--- src/hw/rtl/two_level_priority_rr_scheduler_defines.svh ---
// Assertion macros used by the scheduler control FSM.
`ifndef TWO_LEVEL_PRIORITY_RR_SCHEDULER_DEFINES_SVH
`define TWO_LEVEL_PRIORITY_RR_SCHEDULER_DEFINES_SVH

// Same-cycle implication, checked outside reset.
`define TLPRS_ASSERT_NOW(lbl, ante, cons, msg) \
  lbl: assert property (@(posedge clk) disable iff (!rst_n) (ante) |-> (cons)) \
    else $error(msg);

// Next-cycle implication, checked outside reset.
`define TLPRS_ASSERT_NEXT(lbl, ante, cons, msg) \
  lbl: assert property (@(posedge clk) disable iff (!rst_n) (ante) |=> (cons)) \
    else $error(msg);

`endif

--- src/hw/rtl/tlprs_pkg.sv ---
package tlprs_pkg;

  localparam int NSLOT = 16;
  localparam int SW    = $clog2(NSLOT);
  localparam int CW    = SW + 1;

  localparam logic [2:0] ST_RUN1 = 3'd0;
  localparam logic [2:0] ST_RUN2 = 3'd1;
  localparam logic [2:0] ST_IDLE = 3'd2;
  localparam logic [2:0] ST_ACC  = 3'd3;
  localparam logic [2:0] ST_DROP = 3'd4;

  typedef logic [SW-1:0] slot_t;

  typedef struct packed {
    logic load;
    logic arr;
    logic scan;
    logic ins;
    logic tick;
    logic fin;
  } dp_cmd_t;

  typedef struct packed {
    logic full;
    logic scan_hit;
  } dp_stat_t;

endpackage

--- src/hw/rtl/two_level_priority_rr_scheduler.sv ---
// Channel  Handshake              Payload
// in       in_valid / in_ready    in_kind, in_task_id, in_urgency, in_burst_len
// out      out_valid / out_ready  out_status .. out_waiting
// cfg      cfg_valid / cfg_ready  cfg_quantum
// A tick request passes through the tick and finish states before the output handshake.
// An arrival passes through the arrival, scan and insert states; the scan walks the level
// one entries of the sorted insert (up to 15), one entry per cycle through the slot
// urgency read; a dropped arrival goes from the arrival state straight to the output.
// Reset is synchronous and active low; no clearing pass is needed.
// A new request is taken only after the previous result has been taken.
module two_level_priority_rr_scheduler import tlprs_pkg::*; (
  input  logic        clk,
  input  logic        rst_n,
  input  logic        in_valid,
  output logic        in_ready,
  input  logic        in_kind,
  input  logic [7:0]  in_task_id,
  input  logic [7:0]  in_urgency,
  input  logic [15:0] in_burst_len,
  output logic        out_valid,
  input  logic        out_ready,
  output logic [2:0]  out_status,
  output logic [7:0]  out_run_id,
  output logic        out_finished,
  output logic        out_demoted,
  output logic [31:0] out_finish_time,
  output logic [31:0] out_turnaround,
  output logic [31:0] out_waiting,
  input  logic        cfg_valid,
  output logic        cfg_ready,
  input  logic [7:0]  cfg_quantum
);

  dp_cmd_t  cmd;
  dp_stat_t stat;

  assign cfg_ready = 1'b1;

  tlprs_ctrl u_ctrl (
    .clk       (clk),
    .rst_n     (rst_n),
    .in_valid  (in_valid),
    .in_kind   (in_kind),
    .in_ready  (in_ready),
    .out_valid (out_valid),
    .out_ready (out_ready),
    .stat      (stat),
    .cmd       (cmd)
  );

  tlprs_dp u_dp (
    .clk             (clk),
    .rst_n           (rst_n),
    .cmd             (cmd),
    .stat            (stat),
    .cfg_valid       (cfg_valid),
    .cfg_quantum     (cfg_quantum),
    .in_task_id      (in_task_id),
    .in_urgency      (in_urgency),
    .in_burst_len    (in_burst_len),
    .out_status      (out_status),
    .out_run_id      (out_run_id),
    .out_finished    (out_finished),
    .out_demoted     (out_demoted),
    .out_finish_time (out_finish_time),
    .out_turnaround  (out_turnaround),
    .out_waiting     (out_waiting)
  );

endmodule

--- src/hw/rtl/tlprs_dp.sv ---
module tlprs_dp import tlprs_pkg::*; (
  input  logic        clk,
  input  logic        rst_n,
  input  dp_cmd_t     cmd,
  output dp_stat_t    stat,
  input  logic        cfg_valid,
  input  logic [7:0]  cfg_quantum,
  input  logic [7:0]  in_task_id,
  input  logic [7:0]  in_urgency,
  input  logic [15:0] in_burst_len,
  output logic [2:0]  out_status,
  output logic [7:0]  out_run_id,
  output logic        out_finished,
  output logic        out_demoted,
  output logic [31:0] out_finish_time,
  output logic [31:0] out_turnaround,
  output logic [31:0] out_waiting
);

  logic [7:0]  slot_id_r    [NSLOT];
  logic [7:0]  slot_urg_r   [NSLOT];
  logic [15:0] slot_rem_r   [NSLOT];
  logic [15:0] slot_burst_r [NSLOT];
  logic [31:0] slot_arr_r   [NSLOT];
  slot_t       uord_r       [NSLOT];
  slot_t       lring_r      [NSLOT];

  logic [NSLOT-1:0] free_r;
  logic [CW-1:0]    ucnt_r, lcnt_r, scan_i_r;
  slot_t            lhead_r, new_slot_r;
  logic [31:0]      now_r;
  logic [7:0]       slice_r, quantum_r;
  logic             lrun_r, ran_last_r;

  logic [7:0]  id_r, urg_r;
  logic [15:0] burst_r, burst_hold_r;
  logic [2:0]  res_status_r;
  logic [7:0]  res_id_r;
  logic        res_fin_r, res_dem_r;
  logic [31:0] res_ft_r, res_tat_r, res_wait_r;

  slot_t       free_idx, head_slot, scan_slot, lo_slot, run_slot, push_idx;
  logic        demote, use_up, use_lo, done;
  logic [15:0] rem;
  logic [31:0] now_inc;
  logic [7:0]  slice_nxt;

  always_comb begin
    free_idx = '0;
    for (int i = NSLOT - 1; i >= 0; i--) begin
      if (free_r[i]) begin
        free_idx = slot_t'(i);
      end
    end
  end

  assign head_slot = uord_r[0];
  assign scan_slot = uord_r[scan_i_r[SW-1:0]];
  assign lo_slot   = lring_r[lhead_r];
  assign push_idx  = lhead_r + lcnt_r[SW-1:0];
  assign demote    = ran_last_r && (ucnt_r != '0) && (urg_r < slot_urg_r[head_slot]);
  assign use_up    = !lrun_r && (ucnt_r != '0);
  assign use_lo    = !use_up && (lcnt_r != '0);
  assign run_slot  = use_up ? head_slot : lo_slot;
  assign rem       = slot_rem_r[run_slot];
  assign done      = rem <= 16'd1;
  assign now_inc   = now_r + 32'd1;
  assign slice_nxt = (lrun_r ? slice_r : 8'd0) + 8'd1;

  assign stat.full     = (free_r == '0);
  assign stat.scan_hit = (scan_i_r == ucnt_r) || (slot_urg_r[scan_slot] > urg_r);

  always_ff @(posedge clk) begin
    if (!rst_n) begin
      free_r     <= '1;
      ucnt_r     <= '0;
      lcnt_r     <= '0;
      lhead_r    <= '0;
      now_r      <= '0;
      slice_r    <= '0;
      lrun_r     <= 1'b0;
      ran_last_r <= 1'b0;
      quantum_r  <= 8'd2;
      scan_i_r   <= '0;
    end else begin
      if (cfg_valid) begin
        quantum_r <= cfg_quantum;
      end
      if (cmd.arr && !stat.full) begin
        if (demote) begin
          ran_last_r <= 1'b0;
          ucnt_r     <= ucnt_r - CW'(1);
          if (!lcnt_r[SW]) begin
            lcnt_r <= lcnt_r + CW'(1);
          end
        end
        free_r[free_idx] <= 1'b0;
        scan_i_r         <= '0;
      end
      if (cmd.scan && !stat.scan_hit) begin
        scan_i_r <= scan_i_r + CW'(1);
      end
      if (cmd.ins && !ucnt_r[SW]) begin
        ucnt_r <= ucnt_r + CW'(1);
      end
      if (cmd.tick) begin
        ran_last_r <= 1'b0;
        if (use_up) begin
          now_r <= now_inc;
          if (done) begin
            free_r[run_slot] <= 1'b1;
            ucnt_r           <= ucnt_r - CW'(1);
          end else begin
            ran_last_r <= 1'b1;
          end
        end else if (use_lo) begin
          now_r   <= now_inc;
          slice_r <= slice_nxt;
          if (done) begin
            free_r[run_slot] <= 1'b1;
            lhead_r          <= lhead_r + slot_t'(1);
            lcnt_r           <= lcnt_r - CW'(1);
            lrun_r           <= 1'b0;
          end else if (slice_nxt >= quantum_r) begin
            lhead_r <= lhead_r + slot_t'(1);
            lrun_r  <= 1'b0;
          end else begin
            lrun_r <= 1'b1;
          end
        end else begin
          now_r  <= now_inc;
          lrun_r <= 1'b0;
        end
      end
    end
  end

  always_ff @(posedge clk) begin
    if (cmd.load) begin
      id_r         <= in_task_id;
      urg_r        <= in_urgency;
      burst_r      <= in_burst_len;
      res_status_r <= ST_IDLE;
      res_id_r     <= '0;
      res_fin_r    <= 1'b0;
      res_dem_r    <= 1'b0;
      res_ft_r     <= '0;
      res_tat_r    <= '0;
      res_wait_r   <= '0;
      burst_hold_r <= '0;
    end
    if (cmd.arr) begin
      res_id_r <= id_r;
      if (stat.full) begin
        res_status_r <= ST_DROP;
      end else begin
        res_status_r <= ST_ACC;
        res_dem_r    <= demote;
        if (demote) begin
          for (int j = 0; j < NSLOT - 1; j++) begin
            uord_r[j] <= uord_r[j+1];
          end
          if (!lcnt_r[SW]) begin
            lring_r[push_idx] <= head_slot;
          end
        end
        slot_id_r[free_idx]    <= id_r;
        slot_urg_r[free_idx]   <= urg_r;
        slot_burst_r[free_idx] <= burst_r;
        slot_rem_r[free_idx]   <= burst_r;
        slot_arr_r[free_idx]   <= now_r;
        new_slot_r             <= free_idx;
      end
    end
    if (cmd.ins && !ucnt_r[SW]) begin
      if (scan_i_r == '0) begin
        uord_r[0] <= new_slot_r;
      end
      for (int j = 1; j < NSLOT; j++) begin
        if (CW'(j) == scan_i_r) begin
          uord_r[j] <= new_slot_r;
        end else if (CW'(j) > scan_i_r) begin
          uord_r[j] <= uord_r[j-1];
        end
      end
    end
    if (cmd.tick && (use_up || use_lo)) begin
      res_status_r <= use_up ? ST_RUN1 : ST_RUN2;
      res_id_r     <= slot_id_r[run_slot];
      if (done) begin
        slot_rem_r[run_slot] <= '0;
        res_fin_r            <= 1'b1;
        res_ft_r             <= now_inc;
        res_tat_r            <= now_inc - slot_arr_r[run_slot];
        burst_hold_r         <= slot_burst_r[run_slot];
        if (use_up) begin
          for (int j = 0; j < NSLOT - 1; j++) begin
            uord_r[j] <= uord_r[j+1];
          end
        end
      end else begin
        slot_rem_r[run_slot] <= rem - 16'd1;
        if (!use_up && slice_nxt >= quantum_r) begin
          lring_r[push_idx] <= run_slot;
        end
      end
    end
    if (cmd.fin) begin
      res_wait_r <= res_fin_r ? (res_tat_r - {16'd0, burst_hold_r}) : 32'd0;
    end
  end

  assign out_status      = res_status_r;
  assign out_run_id      = res_id_r;
  assign out_finished    = res_fin_r;
  assign out_demoted     = res_dem_r;
  assign out_finish_time = res_ft_r;
  assign out_turnaround  = res_tat_r;
  assign out_waiting     = res_wait_r;

endmodule

--- src/hw/rtl/tlprs_ctrl.sv ---
`include "two_level_priority_rr_scheduler_defines.svh"

module tlprs_ctrl import tlprs_pkg::*; (
  input  logic     clk,
  input  logic     rst_n,
  input  logic     in_valid,
  input  logic     in_kind,
  output logic     in_ready,
  output logic     out_valid,
  input  logic     out_ready,
  input  dp_stat_t stat,
  output dp_cmd_t  cmd
);

  typedef enum logic [6:0] {
    S_IDLE = 7'b0000001,
    S_ARR  = 7'b0000010,
    S_SCAN = 7'b0000100,
    S_INS  = 7'b0001000,
    S_TICK = 7'b0010000,
    S_FIN  = 7'b0100000,
    S_OUT  = 7'b1000000
  } state_t;

  state_t state_r, state_nxt;

  assign in_ready  = (state_r == S_IDLE);
  assign out_valid = (state_r == S_OUT);

  always_comb begin
    state_nxt = state_r;
    cmd       = '0;
    case (state_r)
      S_IDLE: begin
        if (in_valid) begin
          cmd.load  = 1'b1;
          state_nxt = in_kind ? S_TICK : S_ARR;
        end
      end
      S_ARR: begin
        cmd.arr   = 1'b1;
        state_nxt = stat.full ? S_OUT : S_SCAN;
      end
      S_SCAN: begin
        cmd.scan = 1'b1;
        if (stat.scan_hit) begin
          state_nxt = S_INS;
        end
      end
      S_INS: begin
        cmd.ins   = 1'b1;
        state_nxt = S_OUT;
      end
      S_TICK: begin
        cmd.tick  = 1'b1;
        state_nxt = S_FIN;
      end
      S_FIN: begin
        cmd.fin   = 1'b1;
        state_nxt = S_OUT;
      end
      S_OUT: begin
        if (out_ready) begin
          state_nxt = S_IDLE;
        end
      end
      default: state_nxt = S_IDLE;
    endcase
  end

  always_ff @(posedge clk) begin
    if (!rst_n) begin
      state_r <= S_IDLE;
    end else begin
      state_r <= state_nxt;
    end
  end

  `TLPRS_ASSERT_NOW(a_excl, in_ready, !out_valid, "accept and result overlap")
  `TLPRS_ASSERT_NEXT(a_busy, in_valid && in_ready, !in_ready, "accepted twice in a row")
  `TLPRS_ASSERT_NEXT(a_hold, out_valid && !out_ready, out_valid, "result dropped")

endmodule
--- config.mk ---
export PLATFORM = sky130hd
export DESIGN_NAME = two_level_priority_rr_scheduler
export DESIGN_NICKNAME = d
export VERILOG_FILES = /design/src/hw/rtl/tlprs_pkg.sv /design/src/hw/rtl/two_level_priority_rr_scheduler.sv /design/src/hw/rtl/tlprs_dp.sv /design/src/hw/rtl/tlprs_ctrl.sv
export VERILOG_INCLUDE_DIRS = /design/src /design/src/hw/rtl
export SDC_FILE = /design/constraint.sdc
export NUM_CORES = 2
export LEC_CHECK = 0
export ABC_AREA = 1
export BUFFER_PORTS_ARGS = -buffer_cell sky130_fd_sc_hd__buf_2
export CAP_MARGIN = 20
export CORE_ASPECT_RATIO = 1.4
export CORE_MARGIN = 2
export CORE_UTILIZATION = 60
export DETAILED_ROUTE_END_ITERATION = 8
export MAX_ROUTING_LAYER = met4
export PLACE_DENSITY = 0.73
export SYNTH_ARGS = -nofsm -noshare
export SYNTH_HDL_FRONTEND = slang
export SYNTH_HIERARCHICAL = 1
export SYNTH_SLANG_ARGS = --single-unit
--- constraint.sdc ---
create_clock -name clk -period 10.5 [get_ports clk]
set_input_delay 0.525 -clock clk [delete_from_list [all_inputs] [get_ports clk]]
set_output_delay 0.525 -clock clk [all_outputs]
set_load 0.01 [all_outputs]
* Word level (Yosys, flattened, before mapping)
Memory sizes are Yosys's and may differ from the RTL's. A register that Yosys moved wholly into a read port is not among the register bits. Cells that the tools add are included.
Word-level totals: register bits 253, bits in writable memories 1408, input bits 46, output and inout port bits 112, word-level logic and storage cells 458, memories 7
Cells by class: add/subtract/negate cells 12, $lt $le $gt $ge 23, equality and inequality tests 26, mux-type cells 279, bitwise gates (word level) 52, reductions and logical operators 36
Memories:
- u_dp.slot_arr_r | depth 16, bits a word 32, read ports 1, clocked after memory_dff 0, wr ports 1, line tlprs_dp.sv:24 | logic [31:0] slot_arr_r [NSLOT];
- u_dp.slot_burst_r | depth 16, bits a word 16, read ports 1, clocked after memory_dff 0, wr ports 1, line tlprs_dp.sv:23 | logic [15:0] slot_burst_r [NSLOT];
- u_dp.slot_rem_r | depth 16, bits a word 16, read ports 1, clocked after memory_dff 0, wr ports 1, line tlprs_dp.sv:22 | logic [15:0] slot_rem_r [NSLOT];
- u_dp.slot_id_r | depth 16, bits a word 8, read ports 1, clocked after memory_dff 0, wr ports 1, line tlprs_dp.sv:20 | logic [7:0] slot_id_r [NSLOT];
- u_dp.slot_urg_r | depth 16, bits a word 8, read ports 2, clocked after memory_dff 0, wr ports 1, line tlprs_dp.sv:21 | logic [7:0] slot_urg_r [NSLOT];
- u_dp.lring_r | depth 16, bits a word 4, read ports 1, clocked after memory_dff 1, wr ports 1, line tlprs_dp.sv:26 | slot_t lring_r [NSLOT];
- +1 memories
Operator list (count):
- 2-to-1 mux 32 bit | 9
- 2-to-1 mux 4 bit | 70
- 2-to-1 mux 16 bit | 11
- 2-to-1 mux 1 bit | 158
- 2-to-1 mux 5 bit | 16
- bitwise OR 1 bit | 47
- one-hot mux 7 bit (6 select lines) | 1
- == test 4 x 5 -> 1 bit, first input constant | 8
- greater-than comparator 4 x 5 -> 1 bit, first input constant | 8
- adder 32 x 1 -> 32 bit, second input constant | 1
- 2-to-1 mux 8 bit | 4
- subtractor 32 x 16 -> 32 bit | 1
- subtractor 32 bit | 1
- 2-to-1 mux 7 bit | 4
- == test 3 x 5 -> 1 bit, first input constant | 4
- greater-than comparator 3 x 5 -> 1 bit, first input constant | 4
- AND 16 bit | 1
- less-or-equal comparator 16 x 1 -> 1 bit, second input constant | 1
- zero test 16 bit | 1
- inverter 16 bit | 1
- bitwise OR 16 bit | 1
- OR reduction 16 bit | 1
- subtractor 16 x 1 -> 16 bit, second input constant | 1
- adder 5 x 1 -> 5 bit, second input constant | 3
- 37 further kinds | 71

* Logic depth before layout (Yosys ltp)
word-level depth 29, mapped depth 39, gate-level depth less buffers 31

* Modules after synthesis
The synthesis kept the hierarchy.
Modules (own cells, without submodules):
- tlprs_dp | times used 1, cells an instance 6822, area each 73725.7 um2, seq. area each 48156.2 um2
- tlprs_ctrl | times used 1, cells an instance 71, area each 461.7 um2, seq. area each 140.1 um2
- two_level_priority_rr_scheduler | times used 1, cells an instance 2, area each 11.3 um2, seq. area each 0.0 um2

* Least setup slack after synthesis
Ideal clock, no wire load.
path kind register to register, from register u_dp.free_r[15], to memory u_dp.slot_arr_r[13][0], enable pin, setup time 565 ps, arrival time 5645 ps, setup slack 4290 ps, stages on the path, launching flop included 13, cell sequence dfxtp_1 inv_1 o21ai_0 a21oi_1 nor2_1 nor2_1 o21ai_0 a21oi_1 o21ai_0 nand2_1 nand2_1 nand2_1 nor3_1
Between the ends: longest elaborated chain between the ends 16, elaborated cells on any way between the ends 20
RTL lines:
- start, declared | line tlprs_dp.sv:28 | logic [NSLOT-1:0] free_r;
- start signal, assigned | line tlprs_dp.sv:75 | free_r <= '1;
- start signal, assigned by index | line tlprs_dp.sv:97 | free_r[free_idx] <= 1'b0;
- start signal, assigned by index | line tlprs_dp.sv:111 | free_r[run_slot] <= 1'b1;
- 2-to-1 mux 4 bit (16 in series) | line tlprs_dp.sv:51 | if (free_r[i]) begin
- end, declared | line tlprs_dp.sv:24
Parallel ways exist; a longest one is shown, timed or not.

==> metrics.md <==
| Metric | Value |
|---|---|
| Gate count of the mapped netlist | 6895 |
| Final setup violation count | 0 |
| Die height | 420 µm |
| Nature of the critical path endpoint | flip-flop |
| Fin Clk Skew | 37.7 ps |
| Crit-path slowest cell | nor4_1 |
| Final TNS setup | 0 ps |
| Final period util | 73.9% |
| CP endpoint | u_dp/out_turnaround[23]$_DFF_P_ |
| Fmax | 129 MHz |
| Num CTS Buffers | 156 |
| Worst Tran Pin Value | 1200 ps |
| Post-synthesis async set-or-reset flop share | 0% |
| Starting density of the core | 60.5% |
| Ys Warns | 6 |
| Prevailing post-synth register cell | edfxtp_1 |
| Pwr dens | 163 nW/µm² |
| Dpl cell area | 76200 µm² |
| Post-layout min period | 7750 ps |
| RSZ-0062 raised after global routing | no |
| Vias in the first global route | 53.3k |
| Row cnt | 152 |
| Final hold violations | 0 |
| Post-Synth Simple-Gate Area | 13.8% |
| Sink Count | 1669 |
| Proportion of synthesized area in mux cells | 0.0135% |
| Data arrival time of the critical path | 8440 ps |
| Io pins | 158 |
| Critical Path Max Stage Delay | 860 ps |
| Crit Path Class | flip-flop to flip-flop |
| Nets@finish | 7087 |
| Fin worst setup slack | 2750 ps |
| Total Routing Usage GR | 35.4% |
| Pins Over Slew Limit | 0 |
| Commonest non-fill, non-tap cell in the layout | nand2_1 |
| Reg2Reg Depth | 25 |
| Fill cells | 9061 |
| Seq. cell area | 48300 µm² |
| Vias | 55.6k |
| Headroom to the max-slew limit | 19.8% |
| TritonRoute pass-1 iters | 8 |
| Hold Buf Count CTS | 43 |
| CTS Root Buffer Type | clkbuf_16 |
| Die width | 301 µm |
| LEAKAGE | 30.4 nW |
| Clock Tree Buf Depth | 3 |
| Post-CTS Setup Repair Bufs | 0 |
| Pre-CTS WS | 2970 ps |
| Maxcap violations | 0 |
| First-pass GRT wire length | 323000 µm |
| Number of synthesized flops with an enable pin | 1487 |
| Synth Cell Area | 74200 µm² |
| Largest net degree at the start of global routing | 137 |
| FF+latch count, synth | 1669 |
| Synth unique cells | 59 |
| Peak supply drop | 0.186 mV |
| Crit path top cell by count | nand2_1 |
| Routed len/inst | 25.3 µm |
| Share of post-route cells with drive strength above 1 | 8.83% |
| Setup slack, reg-to-reg | 2750 ps |
| Post-CTS Resized | 0 |
| Synthesized area per cell | 10.8 µm² |
| Startpoint types | flip-flop |
| Req. time, crit path | 11190 ps |
| Post-synthesis compound-gate area fraction | 13.7% |
| Routed Wire Length | 220000 µm |
| Clock latency on the worst-skew pair | 820 ps |
| Total congestion overflow | 0 |
| Die area | 127000 µm² |
| Min-delay src | in_valid |
| Most frequent cells in the layout | nand2_1, edfxtp_1, o21ai_0 |
| Hold crit path type | input port to flip-flop |
| Placer Congestion | 0.968 |
| Iteration-0 DRC Markers | 7411 |
| Core ar. | 123000 µm² |
| Clock transition at path regs | 70 ps |
| H-tree levels | 4 |
| Post-route cell area | 82000 µm² |
| Area of the multi-input gates | 22400 µm² |
| CTS tree | built |
| Seq/Total Area, Yosys | 65.1% |
| RR Endpoint | u_dp/out_turnaround[23]$_DFF_P_ |
| Maximum fanout along the worst path | 136 |
| P&R area growth vs syn | 10.5% |
| Status | finished, final reports clean |
| Largest family of logic cells by synthesized area | simple AND/OR/NAND/NOR gates |
| Initial antenna violation count | 2 |
| # DRC | 0 |
| Mapped Nets | 7030 |
| Post-detail-place hpwl | 129000 µm |
| DR vias/cell | 6.39 |
| Hold Slack | 78.3 ps |
| Post-Synth XOR/XNOR Area | 0.968% |
| Adder-Cell Fraction of Synth Area | 1.53% |
| Routed Antenna Nets | 0 |
| Port bufs | 156 |
==> state kept, by name (all words and copies together), names as in the netlist, 7 cells and up, named ones only <==
| register | cells |
|---|---|
| u_dp/slot_urg_r | 128 |
| u_dp/free_r | 16 |
| u_dp/slice_r | 8 |
| u_dp/slot_burst_r | 256 |
| u_dp/slot_id_r | 128 |
| u_dp/burst_r | 16 |
| u_dp/id_r | 8 |
| u_dp/out_finish_time | 32 |
| u_dp/uord_r | 64 |
| u_dp/slot_rem_r | 256 |
| u_dp/now_r | 32 |
| u_dp/slot_arr_r | 512 |
| u_dp/lring_r | 64 |
| u_dp/out_waiting | 32 |
| u_ctrl/state_r | 7 |
| u_dp/out_run_id | 8 |
| u_dp/out_turnaround | 32 |
| u_dp/burst_hold_r | 16 |
| u_dp/urg_r | 8 |
| u_dp/quantum_r | 8 |
==> layout make-up <==
cell class,instances,area share [%]
flip-flops and latches,1669,58.9
clock buffers,194,5.06
diodes,1,0.00305
clock inverters,91,1.16
multi-input cells,4326,27.3
well taps,1617,2.47
inverters,488,2.28
repair buffers,311,2.83
==> how the worst min path moves through the flow <==
| stage | end | slack (ps) | depth (start not counted) |
|---|---|---|---|
| floorplan | u_dp/quantum_r[2]$_SDFFE_PN0P_ | 440 | 2 |
| global placement | u_dp/slice_r[0]$_SDFFE_PN0P_ | 450 | 2 |
| detailed placement | u_dp/slice_r[0]$_SDFFE_PN0P_ | 460 | 2 |
| CTS | u_ctrl/state_r[1]$_SDFFE_PN0P_ | 20 | 3 |
| global route | u_ctrl/state_r[1]$_SDFFE_PN0P_ | 50 | 3 |
| finish | u_ctrl/state_r[1]$_SDFFE_PN0P_ | 80 | 3 |
==> power by group <==
| part | switching, mW | internal (mW) | leakage [nW] |
|---|---|---|---|
| clock | 2.53 | 3.14 | 2.48 |
| combinational | 0.213 | 0.108 | 13.7 |
| sequential | 0.0758 | 7.27 | 14.3 |
==> layer usage <==
metal  global-route usage (%)  vias to the layer above  share of wire (%)
li1                         -                    24700                  -
met1                     41.8                    26800                 36
met2                     58.1                     3354                 49
met3                     6.09                      767                9.6
met4                     18.8                        0                5.6
met5                        -                        -                  0
==> cells by family after synthesis <==
group / after synthesis
mux: 1
buf+inv: 900
xor+xnor: 82
flops: 1669
simple gates: 2420
compound gates: 1733
fa+ha+maj: 89
other cells: 1
==> per-stage QoR <==
step	cells	utilization [%]	power, mW
2_1_floorplan	6895	-	7.63
3_3_place_gp	8353	62.0	7.76
3_5_place_dp	8356	62.1	7.77
4_1_cts	8684	66.6	13.4
5_1_grt	8697	66.8	13.7
6_report	8697	66.8	13.3
==> worst max-delay path, delay by kind of cell (launching register included) <==
| family | cells | cell delay (ps) |
|---|---|---|
| AND/OR/NAND/NOR | 11 | 2950 |
| AO/OA/AOI/OAI | 9 | 1760 |
| buffers and inverters | 4 | 1500 |
| flip-flops | 1 | 820 |
| adder cells (fa/ha/maj) | 1 | 420 |
==> synth_stat cells, types with 18 or more instances <==
library cell | instances | area (µm²)
xor2_1 | 56 | 490
inv_1 | 458 | 1720
nand2_1 | 1593 | 5980
o211ai_1 | 60 | 450
clkbuf_1 | 232 | 871
nand4_1 | 106 | 663
nor4_1 | 40 | 250
or2_2 | 30 | 188
inv_2 | 18 | 67.6
nor2_1 | 264 | 991
buf_1 | 56 | 210
a21oi_1 | 488 | 2440
xnor2_1 | 26 | 228
a22oi_1 | 424 | 3180
o21ai_1 | 107 | 536
o22ai_1 | 29 | 181
ha_1 | 86 | 1080
buf_2 | 101 | 505
o21ai_0 | 540 | 2700
dfxtp_1 | 182 | 3640
nor3_1 | 54 | 270
edfxtp_1 | 1487 | 44700
nand3_1 | 269 | 1350
Power figures use the tool's default switching activity.
